<file path="src/rtl/bss_pkg.sv">
`timescale 1ns / 1ps
`default_nettype none

package bss_pkg;

  localparam int WORD_BITS = 32;
  localparam int BIT_SEL_W = 5;
  localparam int CFG_W     = 6;
  localparam int OP_W      = 3;
  localparam int INDEX_W   = 11;
  localparam int POS_W     = 10;
  localparam int COUNT_W   = 11;

  localparam logic [CFG_W-1:0] WORDS_IN_USE_RESET = 6'd32;

  localparam logic [OP_W-1:0] OP_ADD    = 3'd0;
  localparam logic [OP_W-1:0] OP_REMOVE = 3'd1;
  localparam logic [OP_W-1:0] OP_TEST   = 3'd2;
  localparam logic [OP_W-1:0] OP_FIND   = 3'd3;
  localparam logic [OP_W-1:0] OP_COUNT  = 3'd4;
  localparam logic [OP_W-1:0] OP_CLEAR  = 3'd5;

  typedef logic [WORD_BITS-1:0] word_t;

  // controller to datapath
  typedef struct packed {
    logic load_in;
    logic start;
    logic modify;
    logic scan_eval;
    logic advance;
    logic clr_step;
    logic load_out;
  } cmd_t;

  // datapath to controller
  typedef struct packed {
    logic single_go;
    logic scan_go;
    logic clear_op;
    logic clr_last;
    logic scan_stop;
  } sts_t;

  function automatic logic [5:0] ones_in_word(input word_t v);
    word_t x;
    x = v - ((v >> 1) & 32'h5555_5555);
    x = (x & 32'h3333_3333) + ((x >> 2) & 32'h3333_3333);
    x = (x + (x >> 4)) & 32'h0f0f_0f0f;
    x = x + (x >> 8);
    x = x + (x >> 16);
    return x[5:0];
  endfunction

  // position of the lowest set bit; word must be nonzero
  function automatic logic [BIT_SEL_W-1:0] lowest_one(input word_t v);
    word_t m;
    logic [5:0] c;
    m = v | (32'd0 - v);
    c = ones_in_word(m);
    return BIT_SEL_W'(6'd32 - c);
  endfunction

endpackage

`default_nettype wire

</file>
<file path="src/rtl/bss_req_if.sv">
`timescale 1ns / 1ps
`default_nettype none

interface bss_req_if;
  logic                              valid;
  logic                              ready;
  logic [bss_pkg::OP_W-1:0]          operation;
  logic signed [bss_pkg::INDEX_W-1:0] index;

  modport source (output valid, output operation, output index, input ready);
  modport sink (input valid, input operation, input index, output ready);
endinterface

`default_nettype wire

</file>
<file path="src/rtl/bss_rsp_if.sv">
`timescale 1ns / 1ps
`default_nettype none

interface bss_rsp_if;
  logic                          valid;
  logic                          ready;
  logic                          was_set;
  logic                          found;
  logic [bss_pkg::POS_W-1:0]     position;
  logic [bss_pkg::COUNT_W-1:0]   member_count;
  logic                          range_error;

  modport source (output valid, output was_set, output found, output position,
                  output member_count, output range_error, input ready);
  modport sink (input valid, input was_set, input found, input position,
                input member_count, input range_error, output ready);
endinterface

`default_nettype wire

</file>
<file path="src/rtl/bss_datapath.sv">
`timescale 1ns / 1ps
`default_nettype none

module bss_datapath #(
  parameter int MAX_WORDS = 32
) (
  input  wire logic                               clk,
  input  wire logic                               rst,
  input  wire logic                               cfg_wr_en,
  input  wire logic [bss_pkg::CFG_W-1:0]          cfg_wr_data,
  input  wire logic [bss_pkg::OP_W-1:0]           in_operation,
  input  wire logic signed [bss_pkg::INDEX_W-1:0] in_index,
  input  wire bss_pkg::cmd_t                      cmd,
  output bss_pkg::sts_t                           sts,
  output logic                                    out_was_set,
  output logic                                    out_found,
  output logic [bss_pkg::POS_W-1:0]               out_position,
  output logic [bss_pkg::COUNT_W-1:0]             out_member_count,
  output logic                                    out_range_error
);

  localparam int AW = (MAX_WORDS > 1) ? $clog2(MAX_WORDS) : 1;

  bss_pkg::word_t mem [MAX_WORDS];

  logic [bss_pkg::CFG_W-1:0]           words_in_use;
  logic [AW-1:0]                       clr_addr;
  logic [bss_pkg::OP_W-1:0]            op;
  logic signed [bss_pkg::INDEX_W-1:0]  index;
  logic [5:0]                          dnum;
  logic [bss_pkg::BIT_SEL_W-1:0]       bit_sel;
  logic                                first;
  bss_pkg::word_t                      rd_data;
  logic                                pend_was_set;
  logic                                pend_found;
  logic [bss_pkg::POS_W-1:0]           pend_position;
  logic [bss_pkg::COUNT_W-1:0]         pend_count;
  logic                                pend_err;

  logic [5:0]                          n;
  logic                                is_single;
  logic                                range_err;
  logic [11:0]                         start;
  logic                                is_find;
  logic                                find_ok;
  logic                                count_ok;
  logic [5:0]                          start_word;
  logic [bss_pkg::BIT_SEL_W-1:0]       start_bit;
  bss_pkg::word_t                      masked;
  logic                                hit;
  logic                                last;
  bss_pkg::word_t                      bit_mask;
  bss_pkg::word_t                      new_word;
  logic                                we;
  logic [AW-1:0]                       waddr;
  bss_pkg::word_t                      wdata;
  logic                                re;
  logic [AW-1:0]                       raddr;

  always_comb begin
    n = (int'(words_in_use) > MAX_WORDS) ? 6'(MAX_WORDS) : words_in_use;
    is_single = (op == bss_pkg::OP_ADD) || (op == bss_pkg::OP_REMOVE) ||
                (op == bss_pkg::OP_TEST);
    range_err = is_single &&
                (index[10] || ({1'b0, index[9:0]} >= {n, 5'b00000}));
    start = {index[10], index} + 12'd1;
    is_find = (op == bss_pkg::OP_FIND);
    find_ok = is_find && !start[11] && (start[10:5] < n);
    count_ok = (op == bss_pkg::OP_COUNT) && (n != 6'd0);
    if (is_single) begin
      start_word = {1'b0, index[9:5]};
      start_bit  = index[4:0];
    end else if (is_find) begin
      start_word = start[10:5];
      start_bit  = start[4:0];
    end else begin
      start_word = 6'd0;
      start_bit  = '0;
    end

    // only the first word of a search drops the bits below the start
    masked = rd_data & (first ? (32'hffff_ffff << bit_sel) : 32'hffff_ffff);
    hit = |masked;
    last = ({1'b0, dnum} + 7'd1) >= {1'b0, n};

    bit_mask = 32'd1 << bit_sel;
    new_word = (op == bss_pkg::OP_ADD) ? (rd_data | bit_mask) : (rd_data & ~bit_mask);

    we    = cmd.clr_step ||
            (cmd.modify && ((op == bss_pkg::OP_ADD) || (op == bss_pkg::OP_REMOVE)));
    waddr = cmd.clr_step ? clr_addr : AW'(dnum);
    wdata = cmd.clr_step ? '0 : new_word;
    re    = cmd.start || cmd.advance;
    raddr = cmd.start ? AW'(start_word) : AW'(dnum + 6'd1);

    sts.single_go = is_single && !range_err;
    sts.scan_go   = find_ok || count_ok;
    sts.clear_op  = (op == bss_pkg::OP_CLEAR);
    sts.clr_last  = (clr_addr == AW'(MAX_WORDS - 1));
    sts.scan_stop = last || (is_find && hit);
  end

  always_ff @(posedge clk) begin
    if (we) begin
      mem[waddr] <= wdata;
    end
    if (re) begin
      rd_data <= mem[raddr];
    end
  end

  always_ff @(posedge clk) begin
    if (rst) begin
      words_in_use <= bss_pkg::WORDS_IN_USE_RESET;
      clr_addr     <= '0;
    end else begin
      if (cfg_wr_en) begin
        words_in_use <= cfg_wr_data;
      end
      if (cmd.clr_step) begin
        clr_addr <= sts.clr_last ? '0 : clr_addr + AW'(1);
      end
    end
  end

  always_ff @(posedge clk) begin
    if (cmd.load_in) begin
      op    <= in_operation;
      index <= in_index;
    end
    if (cmd.start) begin
      dnum          <= start_word;
      bit_sel       <= start_bit;
      first         <= 1'b1;
      pend_was_set  <= 1'b0;
      pend_found    <= 1'b0;
      pend_position <= '0;
      pend_count    <= '0;
      pend_err      <= range_err;
    end
    if (cmd.modify) begin
      pend_was_set <= rd_data[bit_sel];
    end
    if (cmd.scan_eval) begin
      if (is_find && hit) begin
        pend_found    <= 1'b1;
        pend_position <= bss_pkg::POS_W'({dnum, bss_pkg::lowest_one(masked)});
      end
      if (op == bss_pkg::OP_COUNT) begin
        pend_count <= pend_count + bss_pkg::COUNT_W'(bss_pkg::ones_in_word(masked));
      end
    end
    if (cmd.advance) begin
      dnum  <= dnum + 6'd1;
      first <= 1'b0;
    end
    if (cmd.load_out) begin
      out_was_set      <= pend_was_set;
      out_found        <= pend_found;
      out_position     <= pend_position;
      out_member_count <= pend_count;
      out_range_error  <= pend_err;
    end
  end

endmodule

`default_nettype wire

</file>
<file path="src/rtl/bss_ctrl.sv">
`timescale 1ns / 1ps
`default_nettype none

module bss_ctrl (
  input  wire logic          clk,
  input  wire logic          rst,
  input  wire logic          in_valid,
  output logic               in_ready,
  output logic               out_valid,
  input  wire logic          out_ready,
  input  wire bss_pkg::sts_t sts,
  output bss_pkg::cmd_t      cmd
);

  typedef enum logic [5:0] {
    S_CLEAR  = 6'b000001,
    S_IDLE   = 6'b000010,
    S_DECODE = 6'b000100,
    S_MODIFY = 6'b001000,
    S_SCAN   = 6'b010000,
    S_FINISH = 6'b100000
  } state_t;

  state_t state;
  state_t state_next;
  logic   clr_item;
  logic   clr_item_next;

  always_comb begin
    state_next    = state;
    clr_item_next = clr_item;
    cmd           = '0;
    in_ready      = 1'b0;
    case (state)
      S_CLEAR: begin
        cmd.clr_step = 1'b1;
        if (sts.clr_last) begin
          state_next    = clr_item ? S_FINISH : S_IDLE;
          clr_item_next = 1'b0;
        end
      end
      S_IDLE: begin
        in_ready = 1'b1;
        if (in_valid) begin
          cmd.load_in = 1'b1;
          state_next  = S_DECODE;
        end
      end
      S_DECODE: begin
        cmd.start = 1'b1;
        if (sts.single_go) begin
          state_next = S_MODIFY;
        end else if (sts.scan_go) begin
          state_next = S_SCAN;
        end else if (sts.clear_op) begin
          state_next    = S_CLEAR;
          clr_item_next = 1'b1;
        end else begin
          state_next = S_FINISH;
        end
      end
      S_MODIFY: begin
        cmd.modify = 1'b1;
        state_next = S_FINISH;
      end
      S_SCAN: begin
        cmd.scan_eval = 1'b1;
        if (sts.scan_stop) begin
          state_next = S_FINISH;
        end else begin
          cmd.advance = 1'b1;
        end
      end
      S_FINISH: begin
        // hold until the output register is free
        if (!out_valid || out_ready) begin
          cmd.load_out = 1'b1;
          state_next   = S_IDLE;
        end
      end
      default: begin
        state_next = S_IDLE;
      end
    endcase
  end

  always_ff @(posedge clk) begin
    if (rst) begin
      state     <= S_CLEAR;
      clr_item  <= 1'b0;
      out_valid <= 1'b0;
    end else begin
      state    <= state_next;
      clr_item <= clr_item_next;
      if (cmd.load_out) begin
        out_valid <= 1'b1;
      end else if (out_ready) begin
        out_valid <= 1'b0;
      end
    end
  end

endmodule

`default_nettype wire

</file>
<file path="src/rtl/bitmap_set_store.sv">
`timescale 1ns / 1ps
`default_nettype none

// Bit set of MAX_WORDS 32-bit words; cfg_wr_data sets how many words are in use.
// req carries one request (operation, index); rsp returns one result per request.
// Both channels move a transaction when valid and ready are high at a clock edge.
// One request is worked at a time; req.ready is high only while waiting for one.
// Steps from accept to rsp.valid:
//   add, remove, test: one word read, then a write-back for add and remove
//   find next: words scanned until a member or the last word
//   count: every word in use (one word popcounted per cycle from the memory port)
//   clear: all MAX_WORDS words (one word zeroed per cycle)
//   range errors and unknown codes: straight to the result, no scan or write
// The next request is accepted only once the block is back in the idle state.
// Reset (rst, synchronous) sets 32 words in use and starts a clearing pass over
// all MAX_WORDS words; req.ready stays low until it is done.
// Results sit in an output register; a stalled receiver holds the result there
// while the next request is accepted and worked, and only the hand-off waits.
module bitmap_set_store #(
  parameter int MAX_WORDS = 32
) (
  input  wire logic                      clk,
  input  wire logic                      rst,
  input  wire logic                      cfg_wr_en,
  input  wire logic [bss_pkg::CFG_W-1:0] cfg_wr_data,
  bss_req_if.sink                        req,
  bss_rsp_if.source                      rsp
);

  bss_pkg::cmd_t cmd;
  bss_pkg::sts_t sts;

  bss_ctrl u_ctrl (
    .clk       (clk),
    .rst       (rst),
    .in_valid  (req.valid),
    .in_ready  (req.ready),
    .out_valid (rsp.valid),
    .out_ready (rsp.ready),
    .sts       (sts),
    .cmd       (cmd)
  );

  bss_datapath #(
    .MAX_WORDS (MAX_WORDS)
  ) u_datapath (
    .clk              (clk),
    .rst              (rst),
    .cfg_wr_en        (cfg_wr_en),
    .cfg_wr_data      (cfg_wr_data),
    .in_operation     (req.operation),
    .in_index         (req.index),
    .cmd              (cmd),
    .sts              (sts),
    .out_was_set      (rsp.was_set),
    .out_found        (rsp.found),
    .out_position     (rsp.position),
    .out_member_count (rsp.member_count),
    .out_range_error  (rsp.range_error)
  );

  a_one_at_a_time: assert property (@(posedge clk) disable iff (rst)
    (req.valid && req.ready) |=> !req.ready)
    else $error("request accepted while another is in progress");

  a_reset_clears_first: assert property (@(posedge clk)
    rst |=> !req.ready)
    else $error("request accepted before the clearing pass");

  a_error_is_quiet: assert property (@(posedge clk) disable iff (rst)
    (rsp.valid && rsp.range_error) |-> (!rsp.was_set && !rsp.found))
    else $error("range error with a bit result");

  a_find_no_count: assert property (@(posedge clk) disable iff (rst)
    (rsp.valid && rsp.found) |-> (rsp.member_count == '0))
    else $error("find result carries a member count");

endmodule

`default_nettype wire

</file>
<file path="src/flat_wrapper.sv">
// flat-port wrapper written by rule: the top's interface ports become plain ports
module bitmap_set_store_flat 
#(
  parameter int MAX_WORDS = 32
)
  (clk, rst, cfg_wr_en, cfg_wr_data, req_valid, req_operation, req_index, req_ready, rsp_valid, rsp_was_set, rsp_found, rsp_position, rsp_member_count, rsp_range_error, rsp_ready);
  bss_req_if req_i ();
  bss_rsp_if rsp_i ();
  input  wire logic clk;
  input  wire logic rst;
  input  wire logic cfg_wr_en;
  input  wire logic [bss_pkg::CFG_W-1:0] cfg_wr_data;
  input wire logic [$bits(req_i.valid)-1:0] req_valid;
  input wire logic [$bits(req_i.operation)-1:0] req_operation;
  input wire logic [$bits(req_i.index)-1:0] req_index;
  output wire logic [$bits(req_i.ready)-1:0] req_ready;
  output wire logic [$bits(rsp_i.valid)-1:0] rsp_valid;
  output wire logic [$bits(rsp_i.was_set)-1:0] rsp_was_set;
  output wire logic [$bits(rsp_i.found)-1:0] rsp_found;
  output wire logic [$bits(rsp_i.position)-1:0] rsp_position;
  output wire logic [$bits(rsp_i.member_count)-1:0] rsp_member_count;
  output wire logic [$bits(rsp_i.range_error)-1:0] rsp_range_error;
  input wire logic [$bits(rsp_i.ready)-1:0] rsp_ready;
  assign req_i.valid = req_valid;
  assign req_i.operation = req_operation;
  assign req_i.index = req_index;
  assign req_ready = req_i.ready;
  assign rsp_valid = rsp_i.valid;
  assign rsp_was_set = rsp_i.was_set;
  assign rsp_found = rsp_i.found;
  assign rsp_position = rsp_i.position;
  assign rsp_member_count = rsp_i.member_count;
  assign rsp_range_error = rsp_i.range_error;
  assign rsp_i.ready = rsp_ready;
  bitmap_set_store #(.MAX_WORDS(MAX_WORDS)) u_core (.clk(clk), .rst(rst), .cfg_wr_en(cfg_wr_en), .cfg_wr_data(cfg_wr_data), .req(req_i), .rsp(rsp_i));
endmodule
</file>
<file path="config.mk">
export PLATFORM = sky130hd
export DESIGN_NAME = bitmap_set_store_flat
export DESIGN_NICKNAME = d
export VERILOG_FILES = /design/src/rtl/bss_pkg.sv /design/src/rtl/bss_req_if.sv /design/src/rtl/bss_rsp_if.sv /design/src/rtl/bss_datapath.sv /design/src/rtl/bss_ctrl.sv /design/src/rtl/bitmap_set_store.sv /design/src/flat_wrapper.sv
export SDC_FILE = /design/constraint.sdc
export NUM_CORES = 2
export LEC_CHECK = 0
export ABC_AREA = 1
export CELL_PAD_IN_SITES_DETAIL_PLACEMENT = 0
export CELL_PAD_IN_SITES_GLOBAL_PLACEMENT = 1
export CORE_MARGIN = 2
export CORE_UTILIZATION = 50
export CTS_BUF_LIST = sky130_fd_sc_hd__clkbuf_16
export DETAILED_ROUTE_END_ITERATION = 7
export DONT_BUFFER_PORTS = 1
export PLACE_DENSITY = 0.91
export SLEW_MARGIN = 20
export SYNTH_ARGS = -nofsm -noshare
export SYNTH_HDL_FRONTEND = slang
export SYNTH_SLANG_ARGS = --single-unit
</file>
<file path="constraint.sdc">
create_clock -name clk -period 12.8 [get_ports clk]
set_clock_uncertainty 0.05 [all_clocks]
set_input_delay 1.28 -clock clk [delete_from_list [all_inputs] [get_ports clk]]
set_output_delay 1.28 -clock clk [all_outputs]
set_load 0.05 [all_outputs]
</file>
---- Yosys cells after proc, flatten, opt, wreduce, memory -nomap -nowiden ----
Memory sizes are Yosys's and may differ from the RTL's. A register that Yosys moved wholly into a read port is not among the register bits.
Cells that the tools add are included.
operators by class
  $add $sub $neg .......................... 17
  $lt $le $gt $ge ......................... 5
  equality and inequality tests ........... 19
  shifts and indexed selects .............. 2
  muxes and demuxes ....................... 54
  bitwise logic cells ..................... 5
  reduce and logical (&&, ||, !) cells .... 27
operators with widths
  kind                                               number
  2-to-1 mux 32 bit                                  3
  2-to-1 mux 6 bit                                   13
  AND 32 bit                                         2
  OR 32 bit                                          2
  subtractor 32 x 31 -> 32 bit                       2
  adder 30 x 30 -> 31 bit                            2
  adder 28 x 27 -> 28 bit                            2
  adder 20 x 20 -> 21 bit                            2
  one-hot mux 6 bit (6 select lines)                 1
  2-to-1 mux 11 bit                                  3
  NOT 32 bit                                         1
  OR reduction 32 bit                                1
  left shift 1 x 5 -> 32 bit, first input constant   1
  left shift 32 x 5 -> 32 bit, first input constant  1
  subtractor 1 x 32 -> 32 bit, first input constant  1
  2-to-1 mux 10 bit                                  3
  2-to-1 mux 5 bit                                   5
  2-to-1 mux 1 bit                                   23
  adder 11 x 2 -> 12 bit, second input constant      1
  adder 11 x 6 -> 11 bit                             1
  greater-or-equal comparator 10 x 11 -> 1 bit       1
  inequality test 2 bit, second input constant       5
  logical OR 1 bit                                   8
  nonzero test 2 bit                                 4
  30 further kinds                                   41
storage, ports and cells
  flip-flop bits (word level) ............. 93
  memory bits (writable) .................. 1024
  bits of input ports ..................... 25
  output and inout bits ................... 26
  word-level logic and storage cells ...... 150
  memories kept ........................... 1
memory list
  memory                 words  width  read ports  clocked after memory_dff  wr ports  line                RTL
  u_core.u_datapath.mem  32     32     1           1                         1         bss_datapath.sv:24  bss_pkg::word_t mem [MAX_WORDS];

---- Longest topological paths before layout ----
  word-level depth ........................ 13
  gate-level depth with buffers ........... 44
  mapped depth without buffers ............ 43

---- Modules after synthesis ----
Synthesis repeated with hierarchy kept, for this count alone.
unflattened totals
  cells, all modules ...................... 5681
  area total of the unflattened synthesis .. 56052.5 sq um
modules (own cells, without submodules)
  module        times used  cells each  area each (sq um)  seq. area each (sq um)
  bss_datapath  1           5598        55500.7            33922.5
  bss_ctrl      1           83          551.8              160.2

---- Worst setup path before layout ----
Ideal clock, no wire load.
  kind .................................... register to register
  from .................................... register u_core.u_datapath.bit_sel[1] (netlist name)
  to ...................................... register u_core.u_datapath.pend_count[7] (netlist name)
  setup time .............................. 0.124 ns
  arrival time ............................ 6.562 ns
  data required time ...................... 12.626 ns
  slack ................................... 6.064 ns
  stages on the path, launching flop included .. 41
  path buffers ............................ 0
  period minus slack after synthesis ...... 6.736 ns
  path through ............................ edfxtp_1 > nor2_1 > nand3_1 > nand2_1 > nand2_1 > ha_1 > nand2_1 > a21boi_1 > o21ai_0 > a21oi_1 > o21ai_1 > nand2_1 > nand2_1 > nand2_1 > nand3b_1 > nand2_1 > ha_1 > inv_1 > [5 not listed] > ha_1 > a21oi_1 > inv_1 > a31oi_1 > xor2_1 > inv_1 > ha_1 > inv_1 > nor2_1 > or2_2 > a21oi_1 > nor2_1 > nor2_1 > inv_1 > nand3_1 > a21oi_1 > o21ai_0 > o31ai_1
on the way
  word-level cells in the longest chain between the ends .. 11
RTL lines
  element                       line                 RTL
  from (decl)                   bss_datapath.sv:31   logic [bss_pkg::BIT_SEL_W-1:0] bit_sel;
  from (signal assigned)        bss_datapath.sv:133  bit_sel <= start_bit;
  left shift 32 x 5 -> 32 bit   bss_datapath.sv:82   masked = rd_data & (first ? (32'hffff_ffff << bit_sel) : 32'hffff_ffff);
  2-to-1 mux 32 bit             bss_datapath.sv:82
  AND 32 bit                    bss_datapath.sv:82
  subtractor 32 x 31 -> 32 bit  bss_pkg.sv:47        x = v - ((v >> 1) & 32'h5555_5555);
  adder 30 x 30 -> 31 bit       bss_pkg.sv:48        x = (x & 32'h3333_3333) + ((x >> 2) & 32'h3333_3333);
  adder 28 x 27 -> 28 bit       bss_pkg.sv:49        x = (x + (x >> 4)) & 32'h0f0f_0f0f;
  adder 20 x 20 -> 21 bit       bss_pkg.sv:50        x = x + (x >> 8);
  adder 6 x 5 -> 6 bit          bss_pkg.sv:51        x = x + (x >> 16);
  adder 11 x 6 -> 11 bit        bss_datapath.sv:150  pend_count <= pend_count + bss_pkg::COUNT_W'(bss_pkg::ones_in_word(masked));
  2-to-1 mux 11 bit             bss_datapath.sv:149  if (op == bss_pkg::OP_COUNT) begin
  2-to-1 mux 11 bit             bss_datapath.sv:144  if (cmd.scan_eval) begin
  to (signal assigned)          bss_datapath.sv:150
  to (decl)                     bss_datapath.sv:37   logic [bss_pkg::COUNT_W-1:0] pend_count;
Every way passes these cells.
A chain may end at the register's enable or synchronous reset.

---- Final worst setup path ----
  from .................................... register u_core.u_datapath.bit_sel[4] (netlist name)
  to ...................................... register u_core.u_datapath.pend_count[8] (netlist name)
Same word-level chain as after synthesis.

==> results.ini <==
[status]
outcome = completed

[sta]
rsz0062_at_grt = false
setup_viol = 0
slew-limit-headroom_pct = 28.5
worst_slew_pin_slew_ps = 1070
hold_viol_final = 0
holdWs_ps = 375
slew_viol_final = 0
max_freq_mhz = 122
fin_crit_ps = 8200
fin_tns_setup_ps = 0
final.period_utilization_pct = 64.1

[detailed_routing]
routed_wl_mm = 156
firstDrtPassIters = 6
dr.first_iter.drc_count = 5337
drc = 0
vias = 41466
drtAntennaViolNets = 0
wl_per_cell_um = 21.7
viasPerCell = 5.77

[clock_tree]
clockBufferDepth = 3
cts_resized = 0
ctsHoldBuffers = 0
cts_tree = built
cts-root-buf = clkbuf_16
cts_buffers = 113
postCtsSetupBuffers = 0
cts.clk_slew.worst_paths_ps = 70
cts.htree.levels = 3
cts_sinks = 1149
insertion_delay_ps = 740

[floorplan]
die-width_um = 338
die_h_um = 338
num_rows = 122
initial_utilization_pct = 50.5
dieArea_mm2 = 0.114
top_level_ports = 51
core_area_mm2 = 0.111

[cells_and_area]
fin_nets = 5841
area_growth_pct = 9.88
instances_no_fill = 7187
utilization_pct = 55.5
drive_gt1_share_pct = 6.46
fillers = 9226
n_antenna_cell = 0

[setup_path]
worst_setup_path_start_kind = flip-flop
crit_path_end_kind = flip-flop
cp_num_buf_inv = 8
slowest_stage = edfxtp_1
cp_max_fo = 23
cp_common_cell = nor2_1
cp.required_ps = 13390
arrival_ps = 8790
slowest_delay_ps = 880
crit_family = adder cells
crit_type = flip-flop to flip-flop

[synth]
synth_compound_area_share_pct = 3.37
yosysTopAreaCellShare_pct = 59.5
netlist_instances = 5696
synthTopCellsByArea = edfxtp_1 60%, nand2_1 14%, nand3_1 8.8%
synthTopCellsByCount = 2,017 x nand2_1, 1,107 x edfxtp_1, 978 x nand3_1
synth_top_family_by_area = simple AND/OR/NAND/NOR gates
synth_cell_type_count = 49
synth_ff_type = edfxtp_1
synth-seq-cells = 1149
synth_area_mm2 = 0.0559
synth_xor_area_share_pct = 1.29
avgSynthCellArea_um2 = 9.81
synth_edf_count = 1107
synthAdderAreaFrac_pct = 5.09
synth_most_common_cell = nand2_1
yosys.area_share.simple_pct = 24.7
yosysTopAreaCell = edfxtp_1
yosysWarnings = 0
syn_nets = 5930
synthMuxAreaShare_pct = 0
synth-seq-area-share_pct = 61.0
async_flop_share_pct = 0

[global_route]
antenna_found_initial = 4
track_usage_pct = 26.6
grt_pass1_wl_mm = 234
grt_pass1_vias = 39032
grt_max_degree = 164
grt_overflow = 0

[placement]
dpl.hpwl_mm = 86.2
io_buffers = 0
gp_congestion = 0.962
dp_cells = 6980

[power_and_ir_drop]
total_power_uw = 9060
total_leakage_power_uw = 0.0251
power_density_mw_per_mm2 = 148
ir_drop_uv = 204

[hold_path]
hold_path.class = flip-flop to flip-flop

[run]
maxCapViolations = 0

[cells in the final DEF, fill, tap and decap left out, drive strengths merged, types with 2 or more instances in the layout]
cell / instances
a21boi: 5
a22oi: 2
o21bai: 14
dfxtp: 42
inv: 365
nand2: 2023
o2111ai: 3
a31o: 2
a32o: 3
fa: 30
o21ai: 108
clkinvlp: 5
a21o: 3
nand4: 23
buf: 95
o211ai: 36
xor2: 65
a31oi: 9
clkbuf: 120
xnor2: 17
bufinv: 10
nand3b: 4
nor2: 213
clkinv: 51
o22ai: 10
ha: 179
nor3: 35
nand3: 980
nor4: 9
o21a: 3
edfxtp: 1107
o31ai: 6
or2: 2
a211oi: 5
a21oi: 109
[registers in the layout (all words and copies together), names as in the netlist, 5 cells and up]
register / count
u_core.u_ctrl.state: 6
u_core.u_datapath.bit_sel: 5
u_core.u_datapath.clr_addr: 5
u_core.u_datapath.dnum: 6
u_core.u_datapath.index: 11
u_core.u_datapath.mem: 1024
u_core.u_datapath.out_member_count: 11
u_core.u_datapath.out_position: 10
u_core.u_datapath.pend_count: 11
u_core.u_datapath.pend_position: 10
u_core.u_datapath.rd_data: 32
u_core.u_datapath.words_in_use: 6
[final cells by class]
| type | instances | area (µm²) | share of cell area [%] |
|---|---|---|---|
| timing repair buffer | 95 | 726 | 1.18 |
| clock buffer | 120 | 3000 | 4.89 |
| sequential | 1149 | 34100 | 55.5 |
| multi-input combinational | 3904 | 19700 | 32.1 |
| inverter | 344 | 1310 | 2.13 |
| tap | 1488 | 1860 | 3.03 |
| clock inverter | 87 | 669 | 1.09 |
[metrics by stage]
stage	setup slack (ps)	area [µm²]
finish	4600	61400
global route	3850	61400
CTS	4710	61300
detailed placement	4750	57600
global placement	4900	57600
floorplan	6060	55900
[worst register-to-register path, delay by kind of cell (launching register included)]
family | cells | cell delay, ps
buffers and inverters | 8 | 730
XOR/XNOR | 3 | 410
adder cells (fa/ha/maj) | 7 | 2500
flip-flops | 1 | 880
AO/OA/AOI/OAI | 8 | 1940
AND/OR/NAND/NOR | 13 | 1650
[metal layers]
layer	GRT usage [%]	up-vias	share of wire, %
li1	-	19191	-
met1	35.4	19748	39
met2	43.7	2137	47
met3	4.18	386	9.6
met4	10.5	4	3.9
met5	0	-	0.017
[path summary, 6_finish.rpt]
check	slack [ps]	end	start	cells after the start
worst max-delay path	4600	u_core.u_datapath.pend_count[8]	u_core.u_datapath.bit_sel[4]	39
worst min-delay path	380	u_core.u_datapath.out_was_set	u_core.u_datapath.pend_was_set	0
worst max register to register	4600	u_core.u_datapath.pend_count[8]	u_core.u_datapath.bit_sel[4]	39
worst min register to register	380	u_core.u_datapath.out_was_set	u_core.u_datapath.pend_was_set	0
[cells by family after synthesis]
group | after synthesis
DFF | 1149
xor gates and xnor gates | 82
buffers and inverters | 643
adders and majority gates | 209
and+or+nand+nor | 3291
AOI/OAI and AO/OA | 322
[where the power goes]
| group | switching, µW | total (µW) | internal [µW] |
|---|---|---|---|
| combinational | 842 | 1090 | 244 |
| clock | 1420 | 3300 | 1880 |
| sequential | 69.9 | 4670 | 4600 |
| total | 2330 | 9060 | 6730 |
No activity file was read; power rests on OpenSTA's default activity.
